[src/hdl/erc_sqrt.sv]
// pipelined floor square root, one root bit per stage
module erc_sqrt #(
  parameter int N = 8
) (
  input  logic             clk_i,
  input  logic [N-1:0]     rad_i,
  output logic [N/2-1:0]   root_o
);

  localparam int H = N / 2;

  logic [N-1:0] x_q    [H-1];
  logic [H+1:0] rem_q  [H-1];
  logic [H-1:0] root_q [H];

  for (genvar g = 0; g < H; g++) begin : g_stage
    logic [N-1:0] x_in;
    logic [H+1:0] rem_in;
    logic [H-1:0] root_in;
    logic [H+1:0] t;
    logic [H+1:0] trial;
    logic [H+1:0] rem_n;
    logic         ge;

    if (g == 0) begin : g_first
      assign x_in    = rad_i;
      assign rem_in  = '0;
      assign root_in = '0;
    end else begin : g_next
      assign x_in    = x_q[g-1];
      assign rem_in  = rem_q[g-1];
      assign root_in = root_q[g-1];
    end

    always_comb begin
      t     = {rem_in[H-1:0], x_in[N-1:N-2]};
      trial = {root_in, 2'b01};
      ge    = t >= trial;
      rem_n = ge ? t - trial : t;
    end

    always_ff @(posedge clk_i) begin
      root_q[g] <= {root_in[H-2:0], ge};
    end

    if (g < H - 1) begin : g_keep
      always_ff @(posedge clk_i) begin
        x_q[g]   <= {x_in[N-3:0], 2'b00};
        rem_q[g] <= rem_n;
      end
    end
  end

  assign root_o = root_q[H-1];

endmodule

[config.mk]
export PLATFORM = sky130hd
export DESIGN_NAME = erc_sqrt
export DESIGN_NICKNAME = d
export VERILOG_FILES = /design/src/hdl/erc_sqrt.sv
export SDC_FILE = /design/constraint.sdc
export NUM_CORES = 1
export LEC_CHECK = 0
export ABC_AREA = 1
export BUFFER_PORTS_ARGS = -buffer_cell sky130_fd_sc_hd__buf_2
export CAP_MARGIN = 20
export CELL_PAD_IN_SITES_DETAIL_PLACEMENT = 0
export CELL_PAD_IN_SITES_GLOBAL_PLACEMENT = 1
export CORE_UTILIZATION = 42
export CTS_CLUSTER_SIZE = 12
export DETAILED_ROUTE_END_ITERATION = 10
export PLACE_DENSITY = 0.84
export SKIP_LAST_GASP = 1
export SYNTH_ARGS = -nofsm -noshare
export SYNTH_HDL_FRONTEND = slang
export SYNTH_SLANG_ARGS = --single-unit
[constraint.sdc]
create_clock -name clk_i -period 1.47 [get_ports clk_i]
set_clock_uncertainty 0.1 [all_clocks]
set_input_delay 0.0735 -clock clk_i [delete_from_list [all_inputs] [get_ports clk_i]]
set_output_delay 0.0735 -clock clk_i [all_outputs]
set_load 0.02 [all_outputs]
Word level (Yosys, flattened, before mapping). Memories as Yosys holds them, arrays and structs flattened. Index checks and enable logic that the tools add are counted.

Flip-flop bits (word level): 0. Memory bits (writable): 52. Input bits: 9. Output and inout port bits: 4. Logic and storage cells: 13. Memories kept: 3.

Memory list: rem_q (depth 3, width 6, rd ports 3, clocked after Yosys merged registers in 0, write ports 3, RTL line 13) `logic [H+1:0] rem_q [H-1];`; x_q (depth 3, width 6, rd ports 3, clocked after Yosys merged registers in 0, write ports 3, RTL line 12) `logic [N-1:0] x_q [H-1];`; root_q (depth 4, width 4, rd ports 4, clocked after Yosys merged registers in 0, write ports 4, RTL line 14) `logic [H-1:0] root_q [H];`.

Add/sub/neg operators: 3. Order comparisons: 4. Multiplexer cells: 3.

Operators with widths (number): greater-or-equal comparator 6 bit (3); 2-to-1 mux 6 bit (3); subtractor 6 bit (2); subtractor 2 x 1 -> 3 bit (second input constant) (1); greater-or-equal comparator 2 x 1 -> 1 bit (second input constant) (1).

Logic depth before layout (Yosys ltp). An unclocked memory read counts as a cell.

Depth after elaboration: 3. Depth in mapped cells: 9. Gate-level depth less buffers: 9.

Least setup slack after synthesis. No wires, ideal clock.

Kind: register to register. Start point: mem root_q[1][0] (netlist name). End point: mem rem_q[0][15] (netlist name). Setup time: 112 ps. Data arrival time: 1088 ps. Data required time: 1258 ps. Path slack: 170 ps. Cell stages (with the launch flop): 9. Buffers on the path: 0. Clock period less this slack: 1300 ps. Cells stage by stage: dfxtp_1 > inv_1 > ha_1 > nand2_1 > nand3b_1 > nand2_2 > nand2_4 > nand2_1 > nand2_1.

RTL lines (RTL line): start: declaration (14); end: declaration (13).

==> results.ini <==
[floorplan]
rows=18
die_x_microns=53.6
ios=13
die-area_sq_um=2870
initial_core_util=0.447
core-area_sq_um=2500
die_h_microns=53.6

[hold_path]
hold_path_class=flip-flop to flip-flop
hold-path-endpoint=x_q[0][10]
whs_path_depth=0
hp-start=x_q[0][2]

[drt]
drc_errors=0
ant_nets=0
finalWirelength_microns=1610
drt_iter0_drc=5
routed_via_density=4.46
vias=763
dr.pass1.iters=4
post_drt_wl_per_cell_microns=9.39

[layout]
syn2layout_area_growth_pct=22.8
post-route-util=0.549
multiInputGateArea_sq_um=404
most-common-layout-cells=dfxtp_1, inv_1, nand2_1, buf_2, dlygate4sd3_1
post_layout_nonfiller_instances=171
layout_commonest_cell=dfxtp_1
fillCellCount=233
drive_gt1_frac=0.199
regArea_sq_um=662
fin_nets=159
n_antenna_cell=0

[worst_setup_path]
crit_buf_inv=2
worst_r2r_endpoint=rem_q[0][15]
cp-start-kind=flip-flop
ff2ff_path_depth=9
path_cells=inv_1, ha_2, inv_1, nand2_1, nand3b_1, nand2_2, nand2_4, nand2_1, nand2_1
reg2reg_from=x_q[0][11]
cp_max_fo=5
arrival_ns=1.45
critPathRequiredTime_ns=1.60
rrSetupSlack_ns=0.15
cp-end-kind=flip-flop
cp_slowest_cell=dfxtp_1
slowest_delay_ns=0.34
critPathTopFamily=simple AND/OR/NAND/NOR gates
path_class=flip-flop to flip-flop
cp_common_cell=nand2_1

[place]
finalWeightedCongestion=0.746
dpl.cell_count=154
dpl.hpwl_microns=1080
port_buffers=12
dp_slack_ns=0.0864

[yosys]
syn_area_sq_um=1120
yosys_warnings=0
syn_avg_cell_area_sq_um=9.98
postSynthCellCount=112
seq_area_frac_synth=0.591
synth_nets=131
synth.distinct_cells=19
synth-seq-cells=33

[clock_tree]
clockRootBuffer=clkbuf_4
clk_path_buf_depth=2
cts_buffers=5
path_clk_slew_ns=0.09
clk_latency_ns=0.32
cts_tree=built
numClockSinks=33
post-cts-setup-buffers=0
cts_htree_levels=2

[timing]
slew_viol_final=0
min_period_ns=1.32
rsz0062_at_grt=false
fmax_mhz=757
setup_ws_ns=0.149
tns_ns=0
hold_violations=0
finalSetupViolCount=0
post-route-period-util=0.899

[global_route]
grt_pass1_wl_microns=2640
grt_max_degree=11
grt_pass1_vias=658
antenna_found_initial=0
grtUsageTotal=0.140
grt-ovfl-total=0

[flow_run]
cap_violations=0

[pwr]
power_mw=1.82
p_leak_nw=0.714
max-vdd-ir-drop_v=0.000960
powerDensity_nw_per_um2=1330

[outcome]
status=completed

## worst max path at each step
stage | start | end | slack [ns] | cells past startpoint
2_1_floorplan | root_q[1][0] | rem_q[0][15] | 0.17 | 8
3_3_place_gp | root_q[1][0] | rem_q[0][15] | 0.13 | 8
3_5_place_dp | root_q[1][0] | rem_q[0][15] | 0.09 | 8
4_1_cts | root_q[1][0] | rem_q[0][15] | 0.07 | 8
5_1_grt | x_q[0][11] | rem_q[0][14] | 0.0003 | 8
6_report | x_q[0][11] | rem_q[0][15] | 0.15 | 9
## cells in the mapped netlist
master,number,area share
nand2_4,1,0.010
nand2_2,2,0.011
nor3_2,1,0.0090
or2_2,1,0.0056
o211ai_1,1,0.0067
nor3_4,1,0.015
nand3b_1,1,0.0067
conb_1,1,0.0034
dfxtp_1,33,0.59
nand3_1,7,0.031
nand2_1,18,0.060
a21oi_1,4,0.018
o21ai_1,1,0.0045
xnor2_1,1,0.0078
inv_1,18,0.060
nor2_1,8,0.027
ha_1,10,0.11
xor2_1,2,0.016
o21ai_0,1,0.0045
## layout make-up
type,count,area share
sequential,33,0.482
multi-input combinational,61,0.294
timing repair buffer,21,0.109
inverter,18,0.0492
clock buffer,6,0.0301
tap,30,0.0273
clock inverter,2,0.00729
## power breakdown
group | internal [mW] | total, mW | switching (mW)
Clock | 0.182 | 0.461 | 0.280
Sequential | 0.999 | 1.05 | 0.0462
Combinational | 0.144 | 0.315 | 0.171
Total | 1.33 | 1.82 | 0.497
## cells by family after synthesis
logic type,count (synthesis),synth area share
flip-flops,33,0.591
other,1,0.00336
XOR/XNOR,3,0.0235
buffers and inverters,18,0.0605
AND/OR/NAND/NOR,40,0.176
adder cells (fa/ha/maj),10,0.112
AO/OA/AOI/OAI,7,0.0336
## worst register-to-register path, cell delays in order (launching register included)
cell	delay (ns)
dfxtp_1	0.34
inv_1	0.10
ha_2	0.19
inv_1	0.04
nand2_1	0.05
nand3b_1	0.09
nand2_2	0.13
nand2_4	0.07
nand2_1	0.07
nand2_1	0.04
## sequential cells by signal, indices dropped and copies added (netlist names)
register / cells
rem_q: 11
root_q: 10
x_q: 12
## routing by layer
layer / vias to the layer above / GRT usage / routed length [microns]
met5: - / 0 / 0
met4: 0 / 0.0789 / 40
met3: 7 / 0.0847 / 87
met2: 17 / 0.229 / 812
met1: 339 / 0.134 / 665
li1: 400 / - / -
## what timing repair did
action | in CTS | in global routing
hold buffers | 9 | 0
setup endpoints to repair | 0 | 4
gates resized for setup | 0 | 3
endpoints found under the hold margin | 9 | 0
## metrics by stage
step	hold slack (ns)	area, sq um
after floorplan	0.00122	1120
after global placement	0.0763	1210
after detailed placement	0.0771	1210
after CTS	0.237	1360
after global routing	0.248	1370
final	0.232	1370
Power figures use the tool's default switching activity.
