## src/hdl/erc_div.sv

```systemverilog
// pipelined restoring divider, one quotient bit per stage
module erc_div #(
  parameter int N = 8,
  parameter int D = 8
) (
  input  logic         clk_i,
  input  logic [N-1:0] num_i,
  input  logic [D-1:0] den_i,
  output logic [N-1:0] quot_o
);

  logic [D-1:0] rem_q [N-1];
  logic [D-1:0] den_q [N-1];
  logic [N-1:0] w_q   [N];

  for (genvar g = 0; g < N; g++) begin : g_stage
    logic [D-1:0] rem_in;
    logic [D-1:0] den_in;
    logic [N-1:0] w_in;
    logic [D:0]   t;
    logic [D:0]   rem_n;
    logic         ge;

    if (g == 0) begin : g_first
      assign rem_in = '0;
      assign den_in = den_i;
      assign w_in   = num_i;
    end else begin : g_next
      assign rem_in = rem_q[g-1];
      assign den_in = den_q[g-1];
      assign w_in   = w_q[g-1];
    end

    always_comb begin
      t     = {rem_in, w_in[N-1]};
      ge    = t >= {1'b0, den_in};
      rem_n = ge ? t - {1'b0, den_in} : t;
    end

    // dividend bits shift out the top while quotient bits fill the bottom
    always_ff @(posedge clk_i) begin
      w_q[g] <= {w_in[N-2:0], ge};
    end

    if (g < N - 1) begin : g_keep
      always_ff @(posedge clk_i) begin
        rem_q[g] <= rem_n[D-1:0];
        den_q[g] <= den_in;
      end
    end
  end

  assign quot_o = w_q[N-1];

endmodule

```

## config.mk

```make
export PLATFORM = sky130hd
export DESIGN_NAME = erc_div
export DESIGN_NICKNAME = d
export VERILOG_FILES = /design/src/hdl/erc_div.sv
export SDC_FILE = /design/constraint.sdc
export NUM_CORES = 1
export LEC_CHECK = 0
export BUFFER_PORTS_ARGS = -buffer_cell sky130_fd_sc_hd__buf_4
export CORE_MARGIN = 2
export CORE_UTILIZATION = 43
export DETAILED_ROUTE_END_ITERATION = 16
export PLACE_DENSITY = 0.71
export SLEW_MARGIN = 10
export SYNTH_ARGS = -nofsm -noshare
export SYNTH_HDL_FRONTEND = slang
export SYNTH_SLANG_ARGS = --single-unit
export TNS_END_PERCENT = 1
```

## constraint.sdc

```tcl
create_clock -name clk_i -period 2.68 [get_ports clk_i]
set_clock_uncertainty 0.2 [all_clocks]
set_input_delay 0.536 -clock clk_i [delete_from_list [all_inputs] [get_ports clk_i]]
set_output_delay 0.536 -clock clk_i [all_outputs]
set_load 0.01 [all_outputs]
```

# [Word level (Yosys, flattened, before mapping)]
# Memory sizes are Yosys's and may differ from the RTL's.
# Index checks and enable logic that the tools add are counted.
[op_classes] add_sub_neg=7 n_mul=0 div=0 magnitude_cmp=8 n_eq_ne=0 shift=0 n_mux=7 bitwise=0 reduce_logical=0
[op_table] op="9-bit by 8-bit >= comparator with 1-bit output" count=7
[op_table] op="8-bit two-way mux" count=7
[op_table] op="8-bit subtractor" count=6
[op_table] op="1-bit by 8-bit >= comparator with 1-bit output" count=1
[op_table] op="1-bit by 8-bit subtractor with 8-bit output" count=1
[word_totals] register_bits=0 latch_bits=0 ram_bits=176 mem_bits_ro=0 input_bits=17 n_memories=3
[memory_table] name="w_q" words=8 word_bits=8 read_ports=8 rd_ports_with_merged_regs=0 write_ports=8 line="14" text="logic [N-1:0] w_q [N];"
[memory_table] name="den_q" words=7 word_bits=8 read_ports=7 rd_ports_with_merged_regs=0 write_ports=7 line="13" text="logic [D-1:0] den_q [N-1];"
[memory_table] name="rem_q" words=7 word_bits=8 read_ports=7 rd_ports_with_merged_regs=0 write_ports=7 line="12" text="logic [D-1:0] rem_q [N-1];"

# [Logic depth before layout (Yosys ltp)]
# Gate-level depths: netlist of the first run.
# An unclocked memory read counts as a cell.
[depth] depth_word=3 mapped_depth=8 depth_no_buf=8

# [Worst setup path after synthesis of the first run]
# OpenSTA, ideal clock, no wires.
[synth_timing] path_type="flip-flop to flip-flop" start="mem w_q[5][7] (netlist: w_q[1][15])" end="mem rem_q[6][6]" arrival_time_ps=1829 t_required_ps=2359 path_slack_ps=529 path_stages_with_launch=9 path_buffers=0 path_cell_list="dfxtp_1 > inv_1 > ha_1 > fa_1 > nor2b_1 > o31a_1 > nor4_1 > a311o_1 > mux2_4"
[synth_rtl] item="from (decl)" line="14"
[synth_rtl] item="to (decl)" line="12"

==> reports/summary.log, run 1 <==
[status] status finished clean
[drt] DR WL/cell 12.0 um
[clock_network] post-CTS repair timing setup buffer count 0
[floorplanning] Die ar. 0.0167 mm^2
[min_path] endpoint of the worst hold-timing path den_q[0][0]
[drt] count of routing violations after the opening detailed-route iteration 140
[floorplanning] Die Span X 129 um
[floorplanning] Top-Level Pins 25
[pwr] Static Leak 3.66 nW
[global_route] number of global-route vias before repair 4,647
[yosys] summed instance area of the synthesized netlist 0.00676 mm^2
[setup_path] cell family contributing the most delay on the critical path compound AO/OA/AOI/OAI gates
[finish] ratio of cells with drive above 1 in the final layout 12.6%
[setup_path] slack of the worst reg-to-reg path 170 ps
[min_path] worst min-delay path class primary input to register
[setup_path] cell repeated most along the worst path sky130_fd_sc_hd__inv_1
[global_route] met2 capacity usage during global routing 28.0%
[sta] final hold violation count 0
[setup_path] WP data required 2820 ps
[clock_network] clock tree sinks 176
[yosys] Post-Synthesis Net Count 716
[yosys] post-synthesis sequential area ratio 52.1%
[global_route] GR Util All Layers 14.6%
[sta] post-route clock period utilization 93.7%
[sta] final total negative setup slack 0 ps
[clock_network] hold buffers post-CTS 11
[sta] final setup fails 0
[yosys] count of mapped cells out of synthesis 635
[global_route] met1 layer usage reported by global route 14.0%
[sta] Max transition margin 57.9%
[yosys] Post-synth top flop sky130_fd_sc_hd__dfxtp_1
[floorplanning] num rows 45
[global_route] wire length of the first global-routing pass 19,400 um
[drt] Final ANT Viol Nets 0
[setup_path] crit path capture type register
[drt] first drt pass iteration count 4
[clock_network] Max Root-Sink Buffers 2
[yosys] number of flops mapped to enable cells by yosys 0
[clock_network] Worst-Skew Late Latency 430 ps
[global_route] antenna violations before repair 0
[setup_path] CP cell instances inv_1 > ha_1 > a21oi_1 > o21ai_0 > a221oi_4 > inv_1 > a31oi_1
[sta] crit path time final 2510 ps
[setup_path] type of origin of the critical path register
[setup_path] start-to-end type of the worst setup path register to register
[yosys] number of storage elements in the synthesis netlist 176
[clock_network] register clock-pin slew on the reported worst setup and hold paths 70 ps
[yosys] proportion of synthesized flip-flops having asynchronous set or reset 0%
[clock_network] H-tree lvl count 4
[place] post-detailed-placement cell area 0.00716 mm^2
[finish] synthesis-to-layout area growth 16.8%
[global_route] most utilized layer in the global route result met2
[drt] via count 4,347
[clock_network] CTS-repair resized insts 0
[clock_network] clock tree root buffer cell sky130_fd_sc_hd__clkbuf_16
[setup_path] CP peak stage delay 600 ps
[yosys] Yosys cell types 47
[global_route] Remaining Overflow, GRT 0
[setup_path] length in cells of the worst reg-to-reg path 7
[global_route] largest net degree at the start of global routing 20
[clock_network] CTS tree done
[setup_path] maximum fanout along the worst path 16
[setup_path] RR Endpoint rem_q[1][7]
[drt] drt drc 0
[min_path] launch point of the worst hold path den_i[0]
[finish] commonest non-fill, non-tap cells in the layout sky130_fd_sc_hd__dfxtp_1, sky130_fd_sc_hd__inv_1, sky130_fd_sc_hd__ha_1
[finish] # diodes 0
[setup_path] Critical Path AT 2650 ps
[global_route] met3 global-route usage 4.54%
[finish] total non-filler cell area in the finished layout 0.00789 mm^2
[floorplanning] core region area 0.0153 mm^2
[floorplanning] Starting Density 44.3%
[finish] Net count, final 767
[setup_path] reg2reg start den_q[0][6]
[setup_path] worst path bufs/invs 2
[sta] Fmax 398 MHz
[drt] via/cell ratio 4.78
[drt] wirelength, routed 10,900 um
[pwr] areal power density over the cells 975 mW/mm^2
[sta] count of final max-slew check failures 0
[place] buffers added on ports 24
[setup_path] Max stage delay cell, worst path sky130_fd_sc_hd__a221oi_4
[clock_network] number of CTS-inserted buffers 17
[yosys] Yosys warning count 0
[place] HPWL Detailed 8290 um
[flow_run] max-cap check violation count 0
[yosys] Mapped Avg Cell Area 10.6 um^2
[sta] Worst-Margin Slew 631 ps
[min_path] number of cells traversed by the worst hold path 1
[pwr] Max IR drop VDD 0.000596 V
[floorplanning] Die Y-Extent 129 um
[place] Final GP Congestion 0.855
[sta] setup repair after global routing missed its margin false
[finish] leading cell type in the layout, fill and taps excluded sky130_fd_sc_hd__dfxtp_1
-- how the worst max path moves through the flow --
stage                     depth (start not counted)          end  slack, ps   startpoint
after floorplan                                   8  rem_q[6][6]        530   w_q[1][15]
after global placement                            7  rem_q[1][7]        420  den_q[0][4]
after detailed placement                          7  rem_q[1][7]        350  den_q[0][4]
after CTS                                         7  rem_q[1][7]        280  den_q[0][4]
after global routing                              7  rem_q[1][7]         20  den_q[0][4]
final                                             7  rem_q[1][7]        170  den_q[0][6]
-- routing by layer --
layer	wire length, um	part of all wire (%)	vias to the layer above
li1	-	-	2256
met1	4370	40	2000
met2	5950	55	68
met3	320	2.9	23
met4	267	2.4	0
met5	0	0	-
-- logic make-up after synthesis --
logic type,share of synthesized area [%]
simple gates,10.6
flops,52.1
mux,2.68
fa+ha+maj,12.5
xor+xnor,2.33
buf+inv,5.17
compound gates,14.6
-- synthesized netlist by cell type, types with 3 or more instances --
library cell                 n  area share [%]
sky130_fd_sc_hd__a221oi_4    4             1.6
sky130_fd_sc_hd__dfxtp_1   176              52
sky130_fd_sc_hd__buf_6       4            0.67
sky130_fd_sc_hd__nor2_1     20             1.1
sky130_fd_sc_hd__mux2i_1     5            0.74
sky130_fd_sc_hd__nand4_1     7            0.65
sky130_fd_sc_hd__nor3_1      3            0.22
sky130_fd_sc_hd__a211o_1     5            0.65
sky130_fd_sc_hd__nand2b_1   15             1.4
sky130_fd_sc_hd__a21oi_1    30             2.2
sky130_fd_sc_hd__fa_1        6             1.8
sky130_fd_sc_hd__o21a_1      8            0.89
sky130_fd_sc_hd__mux2_2      5            0.83
sky130_fd_sc_hd__or2_2       4            0.37
sky130_fd_sc_hd__a21boi_0    4            0.44
sky130_fd_sc_hd__nor3b_1     5            0.56
sky130_fd_sc_hd__inv_1      80             4.4
sky130_fd_sc_hd__a21o_1      6            0.67
sky130_fd_sc_hd__and2_4      4            0.52
sky130_fd_sc_hd__mux2_4      5             1.1
sky130_fd_sc_hd__and4_1      5            0.65
sky130_fd_sc_hd__a211oi_1    4            0.44
sky130_fd_sc_hd__o21ai_1     3            0.22
sky130_fd_sc_hd__nand2_1    48             2.7
sky130_fd_sc_hd__a21oi_2     5            0.65
sky130_fd_sc_hd__nor2b_1    12             1.1
sky130_fd_sc_hd__a31oi_1     8            0.74
sky130_fd_sc_hd__ha_1       58              11
sky130_fd_sc_hd__o31ai_1     8            0.89
sky130_fd_sc_hd__o21ai_0    43             3.2
sky130_fd_sc_hd__xor2_1      6            0.78
sky130_fd_sc_hd__nand3_1     3            0.22
sky130_fd_sc_hd__nand3b_1    4            0.44
sky130_fd_sc_hd__xnor2_1    12             1.6
-- cell type report --
| cell class | instances | area [um^2] |
|---|---|---|
| clock buffer | 17 | 425 |
| clock inverter | 15 | 190 |
| fill | 1329 | 7370 |
| inverter | 81 | 304 |
| multi-input combinational | 374 | 2890 |
| sequential | 176 | 3520 |
| tap | 211 | 264 |
| timing repair buffer | 36 | 300 |
-- stage by stage --
| step | total power [mW] | hold slack [ps] | worst slack (ps) | instances | utilization, % |
|---|---|---|---|---|---|
| after floorplan | 4.83 | 110 | 529 | 635 | - |
| after global placement | 5.14 | 110 | 418 | 866 | 46.9 |
| after detailed placement | 5.25 | 112 | 346 | 866 | 46.9 |
| after CTS | 7.78 | 1.37 | 276 | 909 | 51.7 |
| after global routing | 8.19 | 1.39 | 19.0 | 910 | 51.7 |
| final | 7.70 | 23.6 | 169 | 910 | 51.7 |
-- worst register-to-register path: stages, from the launching register on --
cell	delay, ps
sky130_fd_sc_hd__dfxtp_1	350
sky130_fd_sc_hd__inv_1	50
sky130_fd_sc_hd__ha_1	340
sky130_fd_sc_hd__a21oi_1	260
sky130_fd_sc_hd__o21ai_0	240
sky130_fd_sc_hd__a221oi_4	600
sky130_fd_sc_hd__inv_1	170
sky130_fd_sc_hd__a31oi_1	220
-- where the power goes --
part	switching [mW]	total [mW]	internal, mW
combinational	1.05	2.04	0.992
clock	1.13	2.48	1.35
sequential	0.161	3.18	3.02
total	2.34	7.70	5.36
-- state kept, by name (all words and copies together) (netlist names) --
register  cells
den_q        56
w_q          64
rem_q        56
No activity file was read; power rests on OpenSTA's default activity.
==> run 2, diff against run 1 <==
Settings changed: BUFFER_PORTS_ARGS -buffer_cell sky130_fd_sc_hd__buf_4 to not set, DONT_BUFFER_PORTS set to 1, PLACE_DENSITY 0.71 to 0.7.
==> reports/summary.log, run 2 (same netlist as run 1, synthesis figures left out) <==
[drt] via count 4,301
[finish] total non-filler cell area in the finished layout 0.00776 mm^2
[clock_network] Worst-Skew Late Latency 430 ps
[setup_path] CP peak stage delay 620 ps
[clock_network] post-CTS repair timing setup buffer count 0
[sta] crit path time final 2390 ps
[setup_path] Max stage delay cell, worst path sky130_fd_sc_hd__a221oi_4
[sta] Max transition margin 57.7%
[clock_network] CTS tree done
[global_route] met2 capacity usage during global routing 28.0%
[place] post-detailed-placement cell area 0.00698 mm^2
[pwr] Max IR drop VDD 0.000460 V
[setup_path] WP data required 2790 ps
[finish] post-route insts no fill 890
[drt] wirelength, routed 10,800 um
[drt] via/cell ratio 4.83
[setup_path] Critical Path AT 2500 ps
[place] HPWL Detailed 8060 um
[clock_network] clock tree sinks 176
[finish] synthesis-to-layout area growth 14.8%
[pwr] areal power density over the cells 982 mW/mm^2
[min_path] number of cells traversed by the worst hold path 2
[setup_path] maximum fanout along the worst path 16
[finish] largest registers w_q (64), den_q (56), rem_q (56)
[global_route] most utilized layer in the global route result met2
[drt] count of routing violations after the opening detailed-route iteration 130
[place] placed cell count 842
[clock_network] number of CTS-inserted buffers 17
[drt] DR WL/cell 12.1 um
[drt] Final ANT Viol Nets 0
[sta] count of final max-slew check failures 0
[sta] final worst-path setup slack 287 ps
[clock_network] clock tree root buffer cell sky130_fd_sc_hd__clkbuf_16
[drt] first drt pass iteration count 4
[setup_path] crit path capture type register
[global_route] number of global-route vias before repair 4,461
[setup_path] slack of the worst reg-to-reg path 290 ps
[floorplanning] num rows 45
[setup_path] start-to-end type of the worst setup path register to register
[pwr] Static Leak 3.55 nW
[global_route] met3 global-route usage 4.83%
[sta] post-route clock period utilization 89.3%
[setup_path] reg2reg start den_q[1][6]
[sta] final setup fails 0
[clock_network] register clock-pin slew on the reported worst setup and hold paths 70 ps
[sta] setup repair after global routing missed its margin false
[finish] ratio of cells with drive above 1 in the final layout 9.43%
[finish] fill cell total of the finished layout 1,376
[finish] leading cell type in the layout, fill and taps excluded sky130_fd_sc_hd__dfxtp_1
[floorplanning] Die Span X 129 um
[floorplanning] Top-Level Pins 25
[place] buffers added on ports 0
[floorplanning] core region area 0.0153 mm^2
[sta] final hold violation count 0
[place] worst setup slack after placement 325 ps
[finish] register containing the most flip-flops in the final layout w_q
[finish] # diodes 0
[floorplanning] Starting Density 44.3%
[global_route] largest net degree at the start of global routing 20
[global_route] antenna violations before repair 0
[status] status finished clean
[global_route] met1 layer usage reported by global route 13.1%
[finish] max reg flops 64
[clock_network] H-tree lvl count 4
[flow_run] max-cap check violation count 0
[sta] Worst-Margin Slew 634 ps
[sta] Fmax 418 MHz
[clock_network] Max Root-Sink Buffers 2
[min_path] launch point of the worst hold path den_i[2]
[finish] commonest non-fill, non-tap cells in the layout sky130_fd_sc_hd__dfxtp_1, sky130_fd_sc_hd__inv_1, sky130_fd_sc_hd__ha_1
[min_path] worst min-delay path class primary input to register
[setup_path] CP cell instances inv_1 > ha_1 > a21oi_1 > o21ai_0 > a221oi_4 > nor2b_1 > a31oi_1
[min_path] endpoint of the worst hold-timing path rem_q[0][6]
[global_route] wire length of the first global-routing pass 18,800 um
[drt] drt drc 0
[finish] Net count, final 747
[floorplanning] Die Y-Extent 129 um
[setup_path] length in cells of the worst reg-to-reg path 7
[floorplanning] Die ar. 0.0167 mm^2
[place] Final GP Congestion 0.865
[global_route] GR Util All Layers 14.3%
[global_route] Remaining Overflow, GRT 0
[sta] final total negative setup slack 0 ps
[setup_path] RR Endpoint rem_q[2][7]
[setup_path] type of origin of the critical path register
-- run 2: critical path, delay by kind of cell, from the launching register on --
kind / cells / cell delay [ps]
fa+ha+maj: 1 / 340
buf+inv: 1 / 40
compound gates: 4 / 1160
flops: 1 / 340
simple gates: 1 / 200
-- run 2: through the flow --
| stage | hold slack (ps) | util [%] | power [mW] |
|---|---|---|---|
| final | 108 | 50.8 | 7.61 |
| after global routing | 131 | 50.8 | 8.09 |
| after CTS | 74.1 | 50.8 | 7.71 |
| after detailed placement | 112 | 45.7 | 5.18 |
| after global placement | 111 | 45.7 | 5.08 |
| after floorplan | 110 | - | 4.83 |
-- run 2: worst max-delay path by stage --
stage	start	end	slack (ps)
after floorplan	w_q[1][15]	rem_q[6][6]	530
after global placement	den_q[5][6]	rem_q[6][4]	410
after detailed placement	den_q[1][6]	rem_q[2][7]	320
after CTS	den_q[1][6]	rem_q[2][7]	310
after global routing	den_q[0][6]	rem_q[1][7]	110
final	den_q[1][6]	rem_q[2][7]	290
-- run 2: layout make-up --
| class | count | area (um^2) | share of cell area (%) |
|---|---|---|---|
| Sequential cell | 176 | 3520 | 45.4 |
| Multi-Input combinational cell | 374 | 2890 | 37.2 |
| Clock buffer | 17 | 425 | 5.48 |
| Inverter | 81 | 304 | 3.92 |
| Tap cell | 211 | 264 | 3.40 |
| Clock inverter | 15 | 194 | 2.50 |
| Timing Repair Buffer | 16 | 160 | 2.06 |
-- run 2: metal layers --
layer / vias up / wire, um
li1: 2226 / -
met4: 0 / 290
met1: 1983 / 4290
met2: 67 / 5860
met3: 25 / 337
met5: - / 0
-- run 2: what timing repair did --
action,CTS,global route
endpoints found under the hold margin,16,0
hold buffers,16,0
resized for setup,0,0
endpoints found under the setup margin,0,0
-- run 2: power by group --
group	total [mW]	leakage, nW	switching [mW]	internal [mW]
combinational	1.94	1.79	0.998	0.942
sequential	3.20	1.47	0.178	3.02
clock	2.47	0.298	1.13	1.35
total	7.61	3.55	2.30	5.31
